[config.mk]
export PLATFORM = sky130hd
export DESIGN_NAME = integer_to_ascii_formatter
export DESIGN_NICKNAME = d
export VERILOG_FILES = /design/src/hdl/itaf_pkg.sv /design/src/hdl/integer_to_ascii_formatter.sv /design/src/hdl/itaf_ctrl.sv /design/src/hdl/itaf_dp.sv
export VERILOG_INCLUDE_DIRS = /design/src /design/src/hdl
export SDC_FILE = /design/constraint.sdc
export NUM_CORES = 1
export LEC_CHECK = 0
export BUFFER_PORTS_ARGS = -buffer_cell sky130_fd_sc_hd__buf_2
export CELL_PAD_IN_SITES_DETAIL_PLACEMENT = 0
export CELL_PAD_IN_SITES_GLOBAL_PLACEMENT = 1
export CORE_UTILIZATION = 45
export DETAILED_ROUTE_END_ITERATION = 6
export MAX_ROUTING_LAYER = met4
export PLACE_DENSITY_LB_ADDON = 0.08
export SETUP_SLACK_MARGIN = 0.2
export SYNTH_ARGS = -nofsm -noshare
export SYNTH_HDL_FRONTEND = slang
export SYNTH_HIERARCHICAL = 1
export SYNTH_SLANG_ARGS = --single-unit
[constraint.sdc]
create_clock -name clk -period 5.8 [get_ports clk]
set_input_delay 0.87 -clock clk [delete_from_list [all_inputs] [get_ports clk]]
set_output_delay 0.87 -clock clk [all_outputs]
set_load 0.01 [all_outputs]
[src/hdl/integer_to_ascii_formatter_defines.svh]
// Assertion macros shared by the formatter modules
`ifndef INTEGER_TO_ASCII_FORMATTER_DEFINES_SVH
`define INTEGER_TO_ASCII_FORMATTER_DEFINES_SVH

// Implication checked on every clock edge outside reset
`define ITAF_ASSERT_IMP(label, clk, rst_n, ante, cons, msg) \
    label: assert property (@(posedge clk) disable iff (!rst_n) (ante) |-> (cons)) \
        else $error(msg);

// Next-cycle implication checked outside reset
`define ITAF_ASSERT_NXT(label, clk, rst_n, ante, cons, msg) \
    label: assert property (@(posedge clk) disable iff (!rst_n) (ante) |=> (cons)) \
        else $error(msg);

`endif

[src/hdl/itaf_pkg.sv]
// Package: shared types and constants for the integer formatter
package itaf_pkg;

    typedef enum logic [2:0] {
        ST_IDLE,
        ST_DIV,
        ST_PAD,
        ST_ALT,
        ST_SIGN,
        ST_EMIT
    } state_t;

    // ASCII codes
    localparam logic [7:0] CH_ZERO  = 8'h30;
    localparam logic [7:0] CH_LA    = 8'h61;
    localparam logic [7:0] CH_UA    = 8'h41;
    localparam logic [7:0] CH_LX    = 8'h78;
    localparam logic [7:0] CH_UX    = 8'h58;
    localparam logic [7:0] CH_MINUS = 8'h2D;
    localparam logic [7:0] CH_PLUS  = 8'h2B;
    localparam logic [7:0] CH_SPACE = 8'h20;

    localparam int unsigned MAX_RESULTS = 64;

    localparam logic [1:0] SEL_OCT = 2'd0;
    localparam logic [1:0] SEL_DEC = 2'd1;
    localparam logic [1:0] SEL_HEX = 2'd2;

    // Commands from controller to datapath
    typedef struct packed {
        logic load;     // capture input word
        logic div_step; // one shift of the binary-to-BCD conversion
        logic push_dig; // push the lowest remaining digit
        logic push_pad; // push one pad/precision character
        logic alt_trim; // drop columns for the prefix
        logic push_x;   // push x/X
        logic push_0;   // push the prefix zero
        logic push_sgn; // push sign
        logic emit_adv; // advance output index
    } cmd_t;

    // Status from datapath to controller
    typedef struct packed {
        logic div_done;  // digits ready to be taken
        logic more_dig;  // digits remain after this one and room left
        logic skip_dig;  // no digits at all (zero, precision given)
        logic pad_more;  // a pad character still belongs
        logic alt_on;    // prefix requested
        logic x_room;    // hex selected (room for x is checked in the datapath)
        logic emit_last; // current output is the last one
    } sts_t;

endpackage

[src/hdl/integer_to_ascii_formatter.sv]
// Top level of the printf-style integer field formatter
// Each word in carries a 64-bit magnitude and its format flags; the block
// returns the formatted field one ASCII character per output word, left to
// right, with last_char on the final one (a field with no characters gives
// one word with empty_field set). A decimal value first passes through a
// shift-and-add-3 conversion to BCD; octal and hex digits come straight from
// the magnitude. After that an item pushes its digits (up to 20 decimal, 22
// octal, 16 hex), then its pad characters, then trims for the prefix, pushes
// prefix and sign, and sends one output word per cycle while out_stall is low.
// Digits, pad characters, prefix and sign together stop at the buffer
// capacity (BUF_LEN, at most 64).
// One item is in work at a time; in_stall stays high until its last word.
module integer_to_ascii_formatter #(
    parameter int unsigned BUF_LEN = 64
) (
    input  logic        clk,
    input  logic        rst_n,
    input  logic        in_valid,
    output logic        in_stall,
    input  logic [63:0] magnitude,
    input  logic        is_negative,
    input  logic [1:0]  base_sel,
    input  logic [6:0]  min_digits,
    input  logic [6:0]  field_width,
    input  logic        zero_pad,
    input  logic        left_justify,
    input  logic        plus_sign,
    input  logic        space_sign,
    input  logic        alt_form,
    input  logic        upper_case,
    input  logic        precision_given,
    output logic        out_valid,
    input  logic        out_stall,
    output logic [7:0]  char_code,
    output logic        last_char,
    output logic        empty_field
);

    itaf_pkg::cmd_t cmd;
    itaf_pkg::sts_t sts;

    itaf_ctrl u_ctrl (
        .clk       (clk),
        .rst_n     (rst_n),
        .in_valid  (in_valid),
        .in_stall  (in_stall),
        .out_valid (out_valid),
        .out_stall (out_stall),
        .sts       (sts),
        .cmd       (cmd)
    );

    itaf_dp #(
        .BUF_LEN (BUF_LEN)
    ) u_dp (
        .clk             (clk),
        .rst_n           (rst_n),
        .cmd             (cmd),
        .sts             (sts),
        .magnitude       (magnitude),
        .is_negative     (is_negative),
        .base_sel        (base_sel),
        .min_digits      (min_digits),
        .field_width     (field_width),
        .zero_pad        (zero_pad),
        .left_justify    (left_justify),
        .plus_sign       (plus_sign),
        .space_sign      (space_sign),
        .alt_form        (alt_form),
        .upper_case      (upper_case),
        .precision_given (precision_given),
        .char_code       (char_code),
        .last_char       (last_char),
        .empty_field     (empty_field)
    );

endmodule

[src/hdl/itaf_ctrl.sv]
// Controller state machine for the integer formatter
`include "integer_to_ascii_formatter_defines.svh"

module itaf_ctrl (
    input  logic            clk,
    input  logic            rst_n,
    input  logic            in_valid,
    output logic            in_stall,
    output logic            out_valid,
    input  logic            out_stall,
    input  itaf_pkg::sts_t  sts,
    output itaf_pkg::cmd_t  cmd
);

    itaf_pkg::state_t state_reg, state_next;

    // State register
    always_ff @(posedge clk or negedge rst_n)
    begin
        if (!rst_n)
        begin
            state_reg <= itaf_pkg::ST_IDLE;
        end
        else
        begin
            state_reg <= state_next;
        end
    end

    // Next state
    always_comb
    begin
        state_next = state_reg;
        case (state_reg)
            itaf_pkg::ST_IDLE:
            begin
                if (in_valid)
                begin
                    state_next = itaf_pkg::ST_DIV;
                end
            end
            itaf_pkg::ST_DIV:
            begin
                if (sts.skip_dig)
                begin
                    state_next = itaf_pkg::ST_PAD;
                end
                else if (sts.div_done && !sts.more_dig)
                begin
                    state_next = itaf_pkg::ST_PAD;
                end
            end
            itaf_pkg::ST_PAD:
            begin
                if (!sts.pad_more)
                begin
                    state_next = itaf_pkg::ST_ALT;
                end
            end
            itaf_pkg::ST_ALT:
            begin
                state_next = itaf_pkg::ST_SIGN;
            end
            itaf_pkg::ST_SIGN:
            begin
                state_next = itaf_pkg::ST_EMIT;
            end
            itaf_pkg::ST_EMIT:
            begin
                if (!out_stall && sts.emit_last)
                begin
                    state_next = itaf_pkg::ST_IDLE;
                end
            end
            default:
            begin
                state_next = itaf_pkg::ST_IDLE;
            end
        endcase
    end

    // Outputs
    always_comb
    begin
        cmd       = '0;
        in_stall  = 1'b1;
        out_valid = 1'b0;
        case (state_reg)
            itaf_pkg::ST_IDLE:
            begin
                in_stall = 1'b0;
                cmd.load = in_valid;
            end
            itaf_pkg::ST_DIV:
            begin
                if (!sts.skip_dig)
                begin
                    cmd.div_step = !sts.div_done;
                    cmd.push_dig = sts.div_done;
                end
            end
            itaf_pkg::ST_PAD:
            begin
                cmd.push_pad = sts.pad_more;
            end
            itaf_pkg::ST_ALT:
            begin
                cmd.alt_trim = sts.alt_on;
            end
            itaf_pkg::ST_SIGN:
            begin
                cmd.push_x   = sts.alt_on && sts.x_room;
                cmd.push_0   = sts.alt_on;
                cmd.push_sgn = 1'b1;
            end
            itaf_pkg::ST_EMIT:
            begin
                out_valid    = 1'b1;
                cmd.emit_adv = !out_stall;
            end
            default:
            begin
                cmd = '0;
            end
        endcase
    end

    `ITAF_ASSERT_IMP(a_out_only_emit, clk, rst_n, out_valid, state_reg == itaf_pkg::ST_EMIT, "out_valid outside emit")
    `ITAF_ASSERT_IMP(a_no_accept_busy, clk, rst_n, !in_stall, state_reg == itaf_pkg::ST_IDLE, "input taken while busy")
    `ITAF_ASSERT_NXT(a_load_to_div, clk, rst_n, cmd.load, state_reg == itaf_pkg::ST_DIV, "load not followed by division")

endmodule

[src/hdl/itaf_dp.sv]
// Datapath: digit conversion, character buffer and output selection
`include "integer_to_ascii_formatter_defines.svh"

module itaf_dp #(
    parameter int unsigned BUF_LEN = 64
) (
    input  logic            clk,
    input  logic            rst_n,
    input  itaf_pkg::cmd_t  cmd,
    output itaf_pkg::sts_t  sts,
    input  logic [63:0]     magnitude,
    input  logic            is_negative,
    input  logic [1:0]      base_sel,
    input  logic [6:0]      min_digits,
    input  logic [6:0]      field_width,
    input  logic            zero_pad,
    input  logic            left_justify,
    input  logic            plus_sign,
    input  logic            space_sign,
    input  logic            alt_form,
    input  logic            upper_case,
    input  logic            precision_given,
    output logic [7:0]      char_code,
    output logic            last_char,
    output logic            empty_field
);

    localparam int unsigned CAP = (BUF_LEN < itaf_pkg::MAX_RESULTS) ?
                                  BUF_LEN : itaf_pkg::MAX_RESULTS;
    localparam int unsigned LW  = $clog2(CAP + 1);
    localparam int unsigned AW  = $clog2(CAP);
    localparam logic [LW-1:0] CAP_L = LW'(CAP);
    localparam int unsigned BCD_DIGITS = 20;

    // Captured item
    logic [79:0] val_reg;
    logic [63:0] bin_reg;
    logic [6:0]  bit_reg;
    logic        zero_reg;
    logic        neg_reg, zp_reg, lj_reg, plus_reg, spc_reg, alt_reg, up_reg, pg_reg;
    logic [1:0]  sel_reg;
    logic [6:0]  prec_reg;
    logic [6:0]  w_reg;
    logic [LW-1:0] len_reg;
    logic [LW-1:0] total_reg;
    logic [LW-1:0] k_reg;
    logic          zp_done_reg;
    logic [23:0]   tail_reg;
    logic [1:0]    tail_n_reg;

    // Character buffer
    logic [7:0] buf_mem [CAP];
    logic [7:0] rd_reg;

    logic        hex;
    logic        oct;
    logic [79:0] val_adj;
    logic [79:0] val_rest;
    logic [3:0]  dig;
    logic [7:0]  dig_ch;
    logic        room;
    logic        pad_prec, pad_zero, pad_spc;
    logic [7:0]  pad_ch;
    logic [LW-1:0] len_trim;
    logic [LW-1:0] len_fin;
    logic [LW-1:0] total_fin;
    logic [23:0] tail_next;
    logic [7:0]  sgn_ch;
    logic        sgn_on;
    logic        wr_en;
    logic [AW-1:0] wr_addr;
    logic [7:0]  wr_data;
    logic [LW-1:0] k_next;
    logic [LW-1:0] rd_idx;
    logic        x_on;
    logic [LW-1:0] tn;
    logic        emit_body;

    assign hex  = (sel_reg != itaf_pkg::SEL_OCT) && (sel_reg != itaf_pkg::SEL_DEC);
    assign oct  = (sel_reg == itaf_pkg::SEL_OCT);
    assign room = (len_reg < CAP_L);

    // Shift-and-add-3 correction of every BCD digit before the next shift
    always_comb
    begin
        for (int i = 0; i < BCD_DIGITS; i++)
        begin
            val_adj[4*i +: 4] = (val_reg[4*i +: 4] >= 4'd5) ?
                                (val_reg[4*i +: 4] + 4'd3) : val_reg[4*i +: 4];
        end
    end

    // Lowest digit and what remains once it is taken
    assign dig      = oct ? {1'b0, val_reg[2:0]} : val_reg[3:0];
    assign val_rest = oct ? (val_reg >> 3) : (val_reg >> 4);

    assign dig_ch = (dig < 4'd10) ? (itaf_pkg::CH_ZERO + 8'(dig)) :
                    ((up_reg ? itaf_pkg::CH_UA : itaf_pkg::CH_LA) + 8'(dig - 4'd10));

    // Padding classes, in the order the buffer builds them
    assign pad_prec = (7'(len_reg) < prec_reg);
    assign pad_zero = zp_reg && (7'(len_reg) < w_reg);
    assign pad_spc  = (7'(len_reg) < w_reg);
    assign pad_ch   = (pad_prec || (pad_zero && !zp_done_reg)) ? itaf_pkg::CH_ZERO
                                                                : itaf_pkg::CH_SPACE;

    // Prefix room taken from exact padding
    always_comb
    begin
        len_trim = len_reg;
        if (!pg_reg && (len_reg != '0) &&
            ((7'(len_reg) == prec_reg) || (7'(len_reg) == w_reg)))
        begin
            len_trim = len_reg - 1'b1;
            if ((len_trim != '0) && hex)
            begin
                len_trim = len_trim - 1'b1;
            end
        end
    end

    assign sgn_on = neg_reg || plus_reg || spc_reg;
    assign sgn_ch = neg_reg ? itaf_pkg::CH_MINUS :
                    plus_reg ? itaf_pkg::CH_PLUS : itaf_pkg::CH_SPACE;

    // Sign stage pushes prefix x, prefix 0 and sign in one go; the tail
    // keeps them in output order, leftmost in the low byte
    always_comb
    begin
        len_fin   = len_reg;
        tail_next = {3{itaf_pkg::CH_SPACE}};
        x_on      = cmd.push_x && room;
        if (x_on)
        begin
            len_fin   = len_fin + 1'b1;
            tail_next = {tail_next[15:0], (up_reg ? itaf_pkg::CH_UX : itaf_pkg::CH_LX)};
        end
        if (cmd.push_0 && (len_fin < CAP_L))
        begin
            len_fin   = len_fin + 1'b1;
            tail_next = {tail_next[15:0], itaf_pkg::CH_ZERO};
        end
        if (sgn_on && (len_fin < CAP_L))
        begin
            len_fin   = len_fin + 1'b1;
            tail_next = {tail_next[15:0], sgn_ch};
        end
        total_fin = len_fin;
        if (lj_reg && (7'(len_fin) < w_reg))
        begin
            total_fin = (w_reg < 7'(CAP_L)) ? LW'(w_reg) : CAP_L;
        end
    end

    // Single-write buffer port for digits and padding
    always_comb
    begin
        wr_en   = 1'b0;
        wr_data = pad_ch;
        if (cmd.push_dig)
        begin
            wr_en   = 1'b1;
            wr_data = dig_ch;
        end
        else if (cmd.push_pad)
        begin
            wr_en = 1'b1;
        end
    end
    assign wr_addr = len_reg[AW-1:0];

    // Word held at emit index, read one step ahead
    assign k_next = cmd.emit_adv ? (k_reg + 1'b1) : k_reg;
    assign rd_idx = len_reg - 1'b1 - k_next;

    always_ff @(posedge clk)
    begin
        if (wr_en)
        begin
            buf_mem[wr_addr] <= wr_data;
        end
        rd_reg <= buf_mem[rd_idx[AW-1:0]];
    end

    // Control registers of the item
    always_ff @(posedge clk or negedge rst_n)
    begin
        if (!rst_n)
        begin
            len_reg     <= '0;
            k_reg       <= '0;
            total_reg   <= '0;
            bit_reg     <= '0;
            zp_done_reg <= 1'b0;
            tail_n_reg  <= '0;
        end
        else
        begin
            if (cmd.load)
            begin
                len_reg     <= '0;
                k_reg       <= '0;
                bit_reg     <= (base_sel == itaf_pkg::SEL_DEC) ? 7'd64 : 7'd0;
                zp_done_reg <= 1'b0;
                tail_n_reg  <= '0;
            end
            else if (cmd.div_step)
            begin
                bit_reg <= bit_reg - 1'b1;
            end
            else if (cmd.push_dig)
            begin
                len_reg <= len_reg + 1'b1;
            end
            else if (cmd.push_pad)
            begin
                len_reg <= len_reg + 1'b1;
                if (!pad_prec && !pad_zero)
                begin
                    zp_done_reg <= 1'b1;
                end
            end
            else if (cmd.alt_trim)
            begin
                len_reg <= len_trim;
            end
            else if (cmd.push_sgn)
            begin
                len_reg    <= len_fin;
                total_reg  <= total_fin;
                tail_n_reg <= 2'(len_fin - len_reg);
            end
            else if (cmd.emit_adv)
            begin
                k_reg <= k_reg + 1'b1;
            end
        end
    end

    // Payload registers of the item and the digit source
    always_ff @(posedge clk)
    begin
        if (cmd.load)
        begin
            bin_reg  <= magnitude;
            val_reg  <= (base_sel == itaf_pkg::SEL_DEC) ? 80'd0 : {16'd0, magnitude};
            zero_reg <= (magnitude == 64'd0);
            neg_reg  <= is_negative;
            sel_reg  <= base_sel;
            prec_reg <= min_digits;
            zp_reg   <= zero_pad;
            lj_reg   <= left_justify;
            plus_reg <= plus_sign;
            spc_reg  <= space_sign;
            alt_reg  <= alt_form && (magnitude != 64'd0);
            up_reg   <= upper_case;
            pg_reg   <= precision_given;
            if (!left_justify && (field_width != 7'd0) && zero_pad &&
                (is_negative || plus_sign || space_sign))
            begin
                w_reg <= field_width - 7'd1;
            end
            else
            begin
                w_reg <= field_width;
            end
        end
        else if (cmd.div_step)
        begin
            val_reg <= {val_adj[78:0], bin_reg[63]};
            bin_reg <= {bin_reg[62:0], 1'b0};
        end
        else if (cmd.push_dig)
        begin
            val_reg <= val_rest;
        end
        else if (cmd.push_sgn)
        begin
            tail_reg <= tail_next;
        end
    end

    // Status
    assign sts.div_done  = (bit_reg == 7'd0);
    assign sts.more_dig  = (val_rest != 80'd0) && ((len_reg + 1'b1) < CAP_L);
    assign sts.skip_dig  = pg_reg && zero_reg;
    assign sts.pad_more  = !lj_reg && room && (pad_prec || pad_zero || pad_spc);
    assign sts.alt_on    = alt_reg;
    assign sts.x_room    = hex;
    assign sts.emit_last = (total_reg == '0) || ((k_reg + 1'b1) == total_reg);

    // Output selection: tail, then buffer body, then right padding (NUL for an empty field)
    assign tn = LW'(tail_n_reg);
    always_comb
    begin
        char_code = itaf_pkg::CH_SPACE;
        if (total_reg == '0)
        begin
            char_code = 8'd0;
        end
        else if (k_reg >= len_reg)
        begin
            char_code = itaf_pkg::CH_SPACE;
        end
        else if (k_reg < tn)
        begin
            case (k_reg[1:0])
                2'd0:    char_code = tail_reg[7:0];
                2'd1:    char_code = tail_reg[15:8];
                default: char_code = tail_reg[23:16];
            endcase
        end
        else
        begin
            char_code = rd_reg;
        end
    end

    assign last_char   = sts.emit_last;
    assign empty_field = (total_reg == '0);
    assign emit_body   = cmd.emit_adv && (total_reg != '0);

    `ITAF_ASSERT_IMP(a_len_cap, clk, rst_n, 1'b1, len_reg <= CAP_L, "length beyond cap")
    `ITAF_ASSERT_IMP(a_total_cap, clk, rst_n, cmd.emit_adv, total_reg <= CAP_L, "total beyond cap")
    `ITAF_ASSERT_IMP(a_emit_range, clk, rst_n, emit_body, k_reg < total_reg, "emit past end")

endmodule
# Yosys cells after proc, flatten, opt, wreduce, memory -nomap -nowiden
# Memories as Yosys holds them, arrays and structs flattened. A register that Yosys moved wholly into a read port is not among the register bits.
# Cells that the tools add are included.
[word_totals]
in_bits = 92
n_memories = 1
output_inout_bits = 12
word_cells = 274
ram_bits = 512
regBits = 227
[op_classes]
n_bitwise = 5
magnitude_cmp = 31
add_sub_neg = 33
mux = 96
n_eq_ne = 21
reduce_logical = 65
[memory_table]
columns = ["memory", "depth", "word_bits", "rd", "rd_clocked_by_memory_dff", "wr", "line", "text"]
rows = [
  ["u_dp.buf_mem", 64, 8, 1, 1, 1, "itaf_dp.sv:52", "logic [7:0] buf_mem [CAP];"],
]
[op_table]
columns = ["cell", "count"]
rows = [
  ["2-to-1 mux 80 bit", 3],
  ["2-to-1 mux 64 bit", 3],
  ["2-to-1 mux 7 bit", 24],
  ["2-to-1 mux 4 bit", 21],
  ["greater-or-equal comparator 4 x 3 -> 1 bit (second input constant)", 20],
  ["nonzero test 80 bit", 1],
  ["2-to-1 mux 77 bit", 1],
  ["adder 4 x 2 -> 4 bit (second input constant)", 19],
  ["zero test 64 bit", 1],
  ["nonzero test 64 bit", 1],
  ["2-to-1 mux 8 bit", 7],
  ["less-than comparator 7 bit (second input constant)", 5],
  ["adder 7 x 1 -> 7 bit (second input constant)", 4],
  ["subtractor 7 x 1 -> 7 bit (second input constant)", 4],
  ["2-to-1 mux 24 bit", 1],
  ["logical AND 1 bit", 22],
  ["equality test 7 bit", 3],
  ["less-than comparator 7 bit", 3],
  ["2-to-1 mux 3 bit", 7],
  ["nonzero test 7 bit", 3],
  ["case mux 3 bit (6 select lines)", 1],
  ["2-to-1 mux 16 bit", 1],
  ["2-to-1 mux 2 bit", 8],
  ["case mux 8 bit (2 select lines)", 1],
  ["33 further kinds", 87],
]

# Longest topological paths before layout
# Gate-level depths: netlist of the first run.
[logic_depth]
depth_word = 19
depth_mapped = 21
mapped_depth_nobuf = 19

# By module
# Netlist of the first run, hierarchy kept.
[by_module_without_submodules]
columns = ["module", "area_per_inst_um2", "n_inst", "seq_area_each_um2", "cells_per_inst"]
rows = [
  ["itaf_dp", 34715.8, 1, 21745.9, 2418],
  ["itaf_ctrl", 302.8, 1, 75.1, 35],
]

# Worst setup path before layout of the first run
# OpenSTA, ideal clock, no wires.
[synth_path]
path_type = "register -> register"
start = "reg u_ctrl.state_reg[1]"
end = "reg u_dp.val_reg[48] (data pin)"
slack_ns = 0.128
n_path_buf = 3
required_ns = 5.532
stages_incl_launch_ff = 11
arrival_ns = 5.404
synth_period_minus_slack_ns = 5.672
setup_ns = 0.268
path_cell_list = "dfrtp_1 > buf_6 > or3_4 > nor2_1 > inv_1 > nand2_1 > clkbuf_1 > buf_1 > nor2_1 > a21oi_1 > o31ai_1"
[synth_lines]
columns = ["element", "line", "text"]
rows = [
  ["start, declared", "itaf_ctrl.sv:15", "itaf_pkg::state_t state_reg, state_next;"],
  ["start signal, assigned", "itaf_ctrl.sv:22", "state_reg <= itaf_pkg::ST_IDLE;"],
  ["start signal, assigned", "itaf_ctrl.sv:26", "state_reg <= state_next;"],
  ["end signal, assigned", "itaf_dp.sv:246", "val_reg <= (base_sel == itaf_pkg::SEL_DEC) ? 80'd0 : {16'd0, magnitude};"],
  ["end signal, assigned", "itaf_dp.sv:270", "val_reg <= {val_adj[78:0], bin_reg[63]};"],
  ["end signal, assigned", "itaf_dp.sv:275", "val_reg <= val_rest;"],
  ["end, declared", "itaf_dp.sv:36", "logic [79:0] val_reg;"],
]

==> results of run 1 <==
==> synth_stat cells, types with 4 or more instances <==
cell,instances,share of area
and3_1,9,0.0016
dfxtp_1,8,0.0046
nor2_1,164,0.018
a22oi_1,4,0.00086
nor3b_1,25,0.0054
buf_4,6,0.0013
a211oi_1,26,0.0056
nand2b_1,33,0.0059
a21o_1,15,0.0032
a21oi_1,230,0.033
nand4_1,19,0.0034
dfrtp_1,34,0.024
o22ai_1,4,0.00071
nor3_1,18,0.0026
a31oi_1,12,0.0021
buf_1,12,0.0013
a311oi_1,5,0.0013
and2_1,16,0.0029
xnor2_1,57,0.014
mux4_2,160,0.10
clkbuf_1,75,0.0080
o31ai_1,16,0.0034
mux2_2,64,0.021
xor2_1,47,0.012
buf_2,28,0.0040
ha_1,93,0.033
nand3_1,35,0.0050
edfxtp_1,693,0.59
mux2i_1,21,0.0060
o21ai_1,10,0.0014
o211ai_1,6,0.0013
or2_2,4,0.00071
inv_1,82,0.0088
or4_1,6,0.0013
or3_1,4,0.00071
nor4_1,40,0.0071
o21ai_0,90,0.013
nor2b_1,19,0.0034
nand2_1,192,0.021
o21a_1,5,0.0011
==> how the worst max path moves through the flow <==
stage                     slack [ns]                       startpoint                            end  depth (start not counted)
after floorplan                 0.32  u_ctrl/state_reg[1]$_DFFE_PN0P_     u_dp/val_reg[48]$_DFFE_PN_                         10
after global routing            0.27  u_ctrl/state_reg[2]$_DFFE_PN0P_  u_dp/total_reg[6]$_DFFE_PN0P_                         20
after detailed placement        0.49  u_ctrl/state_reg[2]$_DFFE_PN0P_  u_dp/total_reg[6]$_DFFE_PN0P_                         20
after CTS                       0.44  u_ctrl/state_reg[2]$_DFFE_PN0P_  u_dp/total_reg[6]$_DFFE_PN0P_                         20
after global placement          0.55  u_ctrl/state_reg[2]$_DFFE_PN0P_  u_dp/total_reg[6]$_DFFE_PN0P_                         20
final                           0.75  u_ctrl/state_reg[2]$_DFFE_PN0P_  u_dp/total_reg[6]$_DFFE_PN0P_                         20
==> critical path, cell delays in order (launching register included) <==
cell	delay, ns
dfrtp_1	0.57
nor3b_4	0.37
and3_2	0.35
nor2b_1	0.15
buf_4	0.19
mux2i_1	0.28
inv_1	0.07
ha_1	0.24
nand4_1	0.09
o211ai_1	0.10
a22oi_1	0.32
a21oi_1	0.10
and4_1	0.22
a311oi_2	0.33
ha_1	0.31
a21o_1	0.18
a21oi_1	0.22
nor3b_2	0.35
o31a_4	0.25
nor3_2	0.05
o31ai_2	0.22
==> layout make-up <==
class,count,area (µm²),share of cell area
Multi-Input combinational cell,1509,12480,0.3135
Inverter,85,320.3,0.008045
Clock buffer,97,2117,0.05317
Timing Repair Buffer,200,1294,0.03250
Clock inverter,46,490.5,0.01232
Antenna cell,1,2.502,0.00006285
Sequential cell,735,21820,0.5481
Tap cell,1030,1289,0.03237
==> repair_timing <==
action,CTS,global route
resized for setup,0,3
hold endpoints to repair,0,0
endpoints found under the setup margin,0,7
==> metal layers <==
metal | GRT usage | vias up | wire [µm]
met4 | 0.07426 | 0 | 2444
met3 | 0.03608 | 136 | 4978
met1 | 0.3180 | 10930 | 39210
met2 | 0.3955 | 608 | 45610
met5 | - | - | 0
li1 | - | 9777 | -
==> cell families after synthesis <==
logic type / Yosys count / share of synthesized area
adder cells (fa/ha/maj): 94 / 0.03380
XOR/XNOR: 104 / 0.02601
buffers and inverters: 209 / 0.02469
flip-flops: 735 / 0.6231
AO/OA/AOI/OAI: 461 / 0.07807
AND/OR/NAND/NOR: 605 / 0.08482
multiplexers: 245 / 0.1295
==> power by group <==
| part | internal, mW | leakage, nW | switching [mW] |
|---|---|---|---|
| sequential | 7.02 | 7.71 | 0.849 |
| clock | 2.93 | 1.26 | 2.17 |
| combinational | 5.18 | 5.52 | 6.92 |
| total | 15.1 | 14.5 | 9.94 |
==> per-stage QoR <==
stage,hold slack [ns],instances,setup WS (ns),utilization
floorplan,0.4665,2453,0.3247,-
global placement,0.4776,3559,0.5528,0.4864
detailed placement,0.4819,3559,0.4904,0.4864
CTS,0.3552,3702,0.4422,0.5205
global route,0.3783,3703,0.2679,0.5207
finish,0.3557,3703,0.7466,0.5207
==> results.py, run 1 <==
metrics = {
    "outcome": {
        "status": "completed",
    },
    "synth": {
        "synth_nets": 2639,
        "postSynthCellCount": 2453,
        "async_flop_share": 0.04626,
        "ys.flop_type": "edfxtp_1",
        "netlist_area_um2": 35020,
        "ys_seq_area_frac": 0.6231,
        "yosys.cell_types.count": 85,
        "synth_edf_count": 693,
        "ys_ff_latch": 735,
        "avgSynthCellArea_um2": 14.28,
        "ys_warn_count": 6,
    },
    "setup_path": {
        "critical_path_arrival_ns": 5.61,
        "reg2regPathDepth": 20,
        "required_ns": 6.36,
        "crit_type": "reg2reg",
        "r2r_slack_ns": 0.75,
        "critPathCaptureType": "flop",
        "reg2reg_to": "u_dp/total_reg[6]$_DFFE_PN0P_",
        "startpoint_type": "flop",
        "r2r-start": "u_ctrl/state_reg[2]$_DFFE_PN0P_",
        "cp_max_fo": 11,
    },
    "floorplanning": {
        "core_area_um2": 76450,
        "start_util": 0.4580,
        "die_w_um": 281.0,
        "io_pins": 104,
        "rows": 101,
        "die_y_um": 281.0,
        "dieArea_um2": 78940,
    },
    "flow_run": {
        "drv_cap": 0,
    },
    "sta": {
        "worst_pin_slew_ns": 1.260,
        "tns_ns": 0,
        "fmax_mhz": 197.9,
        "final.setup_skew_ns": 0.02957,
        "slew_violations": 0,
        "min_period_over_period": 0.8713,
        "setup_viol": 0,
        "final.min_clock_period_ns": 5.053,
        "grt_setup_unrepaired": "no",
        "max-slew-margin-rel": 0.1599,
        "hold_violations": 0,
    },
    "clock_tree": {
        "root_buffer": "clkbuf_16",
        "clock_latency_ns": 0.65,
        "cts.sinks": 735,
        "clk_pin_slew_ns": 0.06,
        "cts_buffer_depth": 3,
        "post_cts_buffers": 0,
        "htree_levels": 3,
        "ctsHoldBuffers": 0,
        "cts-buffers-inserted": 81,
        "cts_tree": "done",
    },
    "layout": {
        "final_cell_mix": "edfxtp_1, a21oi_1, nand2_1",
        "fill_cells": 6446,
        "final_common_cell": "edfxtp_1",
        "area_growth_pct": 13.69,
        "final_cell_area_um2": 39810,
        "nets": 2798,
        "largest_reg_flops": 512,
        "drive_gt1_frac": 0.2182,
    },
    "placement": {
        "place.port_buffers": 103,
        "hpwl_um": 60530,
        "dpl_cell_area_um2": 37190,
        "gp_congestion": 0.8482,
    },
    "routing": {
        "drt_first_pass_iters": 5,
        "postRouteAntennaNets": 0,
        "drc": 0,
        "drt_iter0_markers": 1837,
        "viasPerCell": 5.792,
        "via_count": 21450,
        "finalWirelength_um": 92240,
        "wl_per_cell_um": 24.91,
    },
    "power": {
        "finalPower_mw": 25.08,
        "p_per_area_nw_per_um2": 629.8,
        "irDropWorstVdd_mv": 0.6402,
        "power.leakage_nw": 14.50,
    },
    "grt": {
        "grt_pass1_wl_um": 138200,
        "grt_pass1_vias": 21580,
        "antenna_found_initial": 1,
        "gr-total-overflow": 0,
        "grt_usage": 0.2440,
        "grt_max_degree": 83,
    },
    "worst_hold_path": {
        "min_path_type": "in2async",
    },
}
Note: power is estimated with default switching activity, not from simulation.
==> run 2, diff against run 1 <==
- ABC_AREA: not set -> 1
==> results.py, run 2 <==
metrics = {
    "outcome": {
        "status": "finished, violations left",
        "failed_checks": "design-rule violations",
    },
    "routing": {
        "finalWirelength_um": 97850,
        "drc": 2,
        "drt_first_pass_iters": 7,
        "via_count": 25740,
        "wl_per_cell_um": 21.43,
        "viasPerCell": 5.638,
        "postRouteAntennaNets": 0,
        "drt_iter0_markers": 2409,
    },
    "clock_tree": {
        "ctsHoldBuffers": 0,
        "root_buffer": "clkbuf_16",
        "ctsResizeCount": 0,
        "clk_pin_slew_ns": 0.06,
        "cts_buffer_depth": 3,
        "cts.sinks": 735,
        "clock_latency_ns": 0.64,
        "cts_tree": "done",
        "post_cts_buffers": 0,
        "cts-buffers-inserted": 83,
        "htree_levels": 3,
    },
    "setup_path": {
        "startpoint_type": "flop",
        "cpMaxStageDelayCell": "fa_4",
        "critical_path_arrival_ns": 5.60,
        "critical-path-max-stage-delay_ns": 1.39,
        "crit_type": "reg2reg",
        "critPathCaptureType": "flop",
        "cp_max_fo": 67,
        "path_cells": "inv_1, nand3_2, nor2_1, inv_1, nand2_1, o21ai_0, fa_4, buf_12, o21ai_0, o221ai_1, nand2_1, o21ai_0, nand2_1, o31ai_1, nor2_1, a31oi_2",
        "required_ns": 6.36,
    },
    "synth": {
        "netlist_area_um2": 35750,
        "ys_warn_count": 6,
        "avgSynthCellArea_um2": 10.52,
        "postSynthCellCount": 3397,
        "async_flop_share": 0.04626,
        "synth_top_area_cell": "edfxtp_1",
        "ys_ff_latch": 735,
        "yosys.cell_types.count": 57,
        "synth_edf_count": 693,
        "synth_area_leaders": "edfxtp_1, nand2_1, nor2_1",
        "ys.flop_type": "edfxtp_1",
        "synth_nets": 3583,
        "yosysMostFrequentCell": "edfxtp_1",
        "ys_top_cells_by_count": "edfxtp_1, nand2_1, nor2_1",
        "ys_seq_area_frac": 0.6104,
        "yosys.area.top_type_share": 0.5821,
    },
    "placement": {
        "gp_congestion": 0.8935,
        "place.port_buffers": 103,
        "hpwl_um": 64070,
    },
    "floorplanning": {
        "rows": 102,
        "core_area_um2": 77980,
        "dieArea_um2": 80570,
        "io_pins": 104,
        "start_util": 0.4585,
        "die_y_um": 283.9,
        "die_w_um": 283.9,
    },
    "sta": {
        "slew_violations": 0,
        "max-slew-margin-rel": 0.2207,
        "setup_viol": 0,
        "grt_setup_unrepaired": "no",
        "fmax_mhz": 198.6,
        "hold_violations": 0,
        "final.min_clock_period_ns": 5.035,
        "final.setup_skew_ns": 0.03307,
        "worst_pin_slew_ns": 1.166,
        "min_period_over_period": 0.8681,
        "tns_ns": 0,
    },
    "grt": {
        "grt_pass1_vias": 25360,
        "grt_usage": 0.2488,
        "grt_max_degree": 154,
        "grt_pass1_wl_um": 150800,
        "antenna_found_initial": 5,
        "gr-total-overflow": 0,
    },
    "layout": {
        "largest_reg_flops": 512,
        "drive_gt1_frac": 0.09850,
        "seqCellArea_um2": 21820,
        "fill_cells": 7000,
        "final_common_cell": "edfxtp_1",
        "multiInputGateArea_um2": 12410,
        "final_cell_mix": "edfxtp_1, nand2_1, nor2_1",
        "nets": 3642,
        "area_growth_pct": 12.55,
    },
    "flow_run": {
        "drv_cap": 0,
    },
    "worst_hold_path": {
        "min_path_type": "in2async",
    },
}
## run 2: cell families (layout without fill, tap and decap cells)
group / count (synthesis) / after routing / share of synthesized area
and+or+nand+nor: 1366 / 1366 / 0.1611
buffers and inverters: 416 / 542 / 0.04637
xor gates and xnor gates: 61 / 61 / 0.01557
other: 0 / 3 / 0
adders and majority gates: 94 / 94 / 0.03311
DFF: 735 / 735 / 0.6104
muxes: 64 / 64 / 0.01792
AOI/OAI and AO/OA: 661 / 661 / 0.1156
## run 2: worst paths after layout
check / slack (ns) / to / from / cells past startpoint
worst max-delay path: 0.76 / u_dp/rd_reg[6]$_DFF_P_ / u_ctrl/state_reg[1]$_DFFE_PN0P_ / 16
worst min-delay path: 0.35 / u_dp/total_reg[5]$_DFFE_PN0P_ / rst_n / 1
worst max register to register: 0.76 / u_dp/rd_reg[6]$_DFF_P_ / u_ctrl/state_reg[1]$_DFFE_PN0P_ / 16
worst min register to register: 0.51 / u_dp/bin_reg[46]$_DFFE_PN_ / u_dp/bin_reg[45]$_DFFE_PN_ / 2
max in group asynchronous: 4.86 / u_dp/k_reg[3]$_DFFE_PN0P_ / rst_n / 1
min in group clk: 0.41 / u_dp/prec_reg[5]$_DFFE_PP_ / min_digits[5] / 1
## run 2: layout make-up
cell class | count | area share
Clock inverter | 50 | 0.01573
Inverter | 237 | 0.02233
Antenna cell | 3 | 0.0001866
Sequential cell | 735 | 0.5423
Timing Repair Buffer | 153 | 0.02369
Tap cell | 1040 | 0.03234
Clock buffer | 102 | 0.05495
Multi-Input combinational cell | 2246 | 0.3085
## run 2: metrics by stage
stage	cell area, µm²	utilization	hold WS (ns)	setup slack (ns)	std cells
after global routing	40230	0.5160	0.3932	0.3214	4565
after global placement	37390	0.4794	0.4777	0.5311	4411
after CTS	40230	0.5159	0.3476	0.8298	4563
after floorplan	35750	-	0.4473	0.4286	3397
after detailed placement	37390	0.4794	0.4959	0.5125	4411
final	40240	0.5160	0.3536	0.7648	4566
## run 2: critical path, delay by kind of cell, from the launching register on
kind | cells | cell delay (ns)
compound gates | 6 | 1.26
fa+ha+maj | 1 | 1.39
buf+inv | 3 | 0.65
flops | 1 | 0.42
simple gates | 6 | 1.15
## run 2: routing by layer
layer	global-route usage	vias up	part of all wire
li1	-	12290	-
met1	0.3404	12510	0.45
met2	0.3827	790	0.46
met3	0.03650	156	0.063
met4	0.07716	0	0.029
met5	-	-	0
Power of run 2 is left out: the tool's default activity adds up to more than one toggle a clock period on the data nets, which glitch-free logic cannot reach.
==> run 3, diff against run 2 <==
- clock period: 5.8 -> 4.95 ns (I/O delays scaled with it)
==> results.py, run 3 (synthesis gave the netlist of run 2 again) <==
metrics = {
    "sta": {
        "setup_viol": 0,
        "tns_ns": 0,
        "grt_setup_unrepaired": "no",
        "min_period_over_period": 0.8523,
        "final.min_clock_period_ns": 4.219,
        "max-slew-margin-rel": 0.2847,
        "hold_violations": 0,
        "fmax_mhz": 237.0,
        "worst_slack_ns": 0.7309,
        "final.setup_skew_ns": 0.02803,
        "slew_violations": 0,
        "worst_pin_slew_ns": 1.069,
    },
    "clock_tree": {
        "cts-buffers-inserted": 82,
        "root_buffer": "clkbuf_16",
        "ctsHoldBuffers": 0,
        "cts.sinks": 735,
        "ctsResizeCount": 0,
        "cts_tree": "done",
        "htree_levels": 3,
        "cts_buffer_depth": 3,
        "post_cts_buffers": 0,
        "clock_latency_ns": 0.64,
        "clk_pin_slew_ns": 0.06,
    },
    "setup_path": {
        "crit_type": "reg2reg",
        "cp_max_fo": 17,
        "critical_path_arrival_ns": 4.80,
        "startpoint_type": "flop",
        "required_ns": 5.53,
        "critPathCaptureType": "flop",
    },
    "placement": {
        "gp_congestion": 0.9025,
        "hpwl_um": 65270,
        "dpl_cell_area_um2": 37830,
        "place.port_buffers": 103,
        "dp_slack_ns": 0.6511,
    },
    "grt": {
        "grt_max_degree": 154,
        "grt_pass1_wl_um": 153900,
        "grt_usage": 0.2533,
        "antenna_found_initial": 1,
        "gr-total-overflow": 0,
        "grt_pass1_vias": 25690,
    },
    "layout": {
        "final_cell_mix": "edfxtp_1, nand2_1, nor2_1",
        "seqCellArea_um2": 21820,
        "area_growth_pct": 13.23,
        "multiInputGateArea_um2": 12410,
        "final_cell_area_um2": 40480,
        "drive_gt1_frac": 0.1067,
        "fill_cells": 7007,
        "nets": 3692,
        "largest_reg_flops": 512,
        "final_common_cell": "edfxtp_1",
    },
    "floorplanning": {
        "die_w_um": 283.9,
        "io_pins": 104,
        "start_util": 0.4585,
        "die_y_um": 283.9,
        "core_area_um2": 77980,
        "rows": 102,
        "dieArea_um2": 80570,
    },
    "routing": {
        "postRouteAntennaNets": 0,
        "viasPerCell": 5.660,
        "via_count": 26100,
        "drc": 0,
        "wl_per_cell_um": 21.45,
        "drt_iter0_markers": 2402,
        "drt_first_pass_iters": 5,
        "finalWirelength_um": 98930,
    },
    "worst_hold_path": {
        "min_path_type": "in2async",
    },
    "flow_run": {
        "drv_cap": 0,
    },
    "outcome": {
        "status": "completed",
    },
}
## run 3: changes by cell type in the layout (fill, tap and decap cells not counted), moves of 2 or more
cell,previous run,this run
buf_4,45,91
clkbuf_16,85,83
bufinv_16,12,8
buf_12,5,10
clkinv_1,12,17
clkbuf_1,15,22
clkinv_2,17,12
clkinvlp_4,4,2
## run 3: layer usage
layer | share of wire | up-vias | track usage | wire length, µm
met5 | 0 | - | - | 0
met4 | 0.025 | 0 | 0.07014 | 2458
met3 | 0.052 | 139 | 0.02789 | 5142
met2 | 0.48 | 767 | 0.4048 | 47340
met1 | 0.44 | 12810 | 0.3427 | 43990
li1 | - | 12380 | - | -
## run 3: layout make-up
type,instances,area share
multi-input cells,2246,0.3065
clock buffers,106,0.05369
diodes,2,0.0001236
well taps,1040,0.03215
clock inverters,42,0.01165
flip-flops and latches,735,0.5391
inverters,237,0.02226
repair buffers,204,0.03456
## run 3: per-stage QoR
step	hold slack [ns]	instances	util
after detailed placement	0.4971	4462	0.4851
after global placement	0.4743	4462	0.4851
after CTS	0.2251	4610	0.5190
final	0.2353	4612	0.5191
after floorplan	0.4469	3397	-
after global routing	0.2558	4610	0.5190
## run 3: worst paths after layout
path	slack (ns)	depth (start not counted)	startpoint	end
setup / recovery	0.73	18	u_dp/len_reg[4]$_DFFE_PN0P_	u_dp/len_reg[5]$_DFFE_PN0P_
hold / removal	0.24	1	rst_n	u_dp/total_reg[2]$_DFFE_PN0P_
setup reg to reg	0.73	18	u_dp/len_reg[4]$_DFFE_PN0P_	u_dp/len_reg[5]$_DFFE_PN0P_
hold reg to reg	0.51	2	u_dp/bin_reg[57]$_DFFE_PN_	u_dp/bin_reg[58]$_DFFE_PN_
max in group asynchronous	4.12	1	rst_n	u_dp/bit_reg[6]$_DFFE_PN0N_
min in group clk	0.27	1	min_digits[1]	u_dp/prec_reg[1]$_DFFE_PP_
## run 3: worst max-delay path, stage by stage (launching register included)
cell and delay [ns]:
dfrtp_1 0.71, ha_1 0.35, a21oi_1 0.13, nor2_1 0.05
a211oi_1 0.33, nand2_1 0.09, a211oi_1 0.24, nand3_1 0.15
inv_1 0.21, nor2_2 0.13, inv_2 0.32, nor2_1 0.14
nand3_1 0.16, nand3_1 0.29, nor2_1 0.44, nand2_1 0.09
nor2_1 0.20, nand2_1 0.08, nand2_1 0.06
Power of run 3 is left out for the same reason.
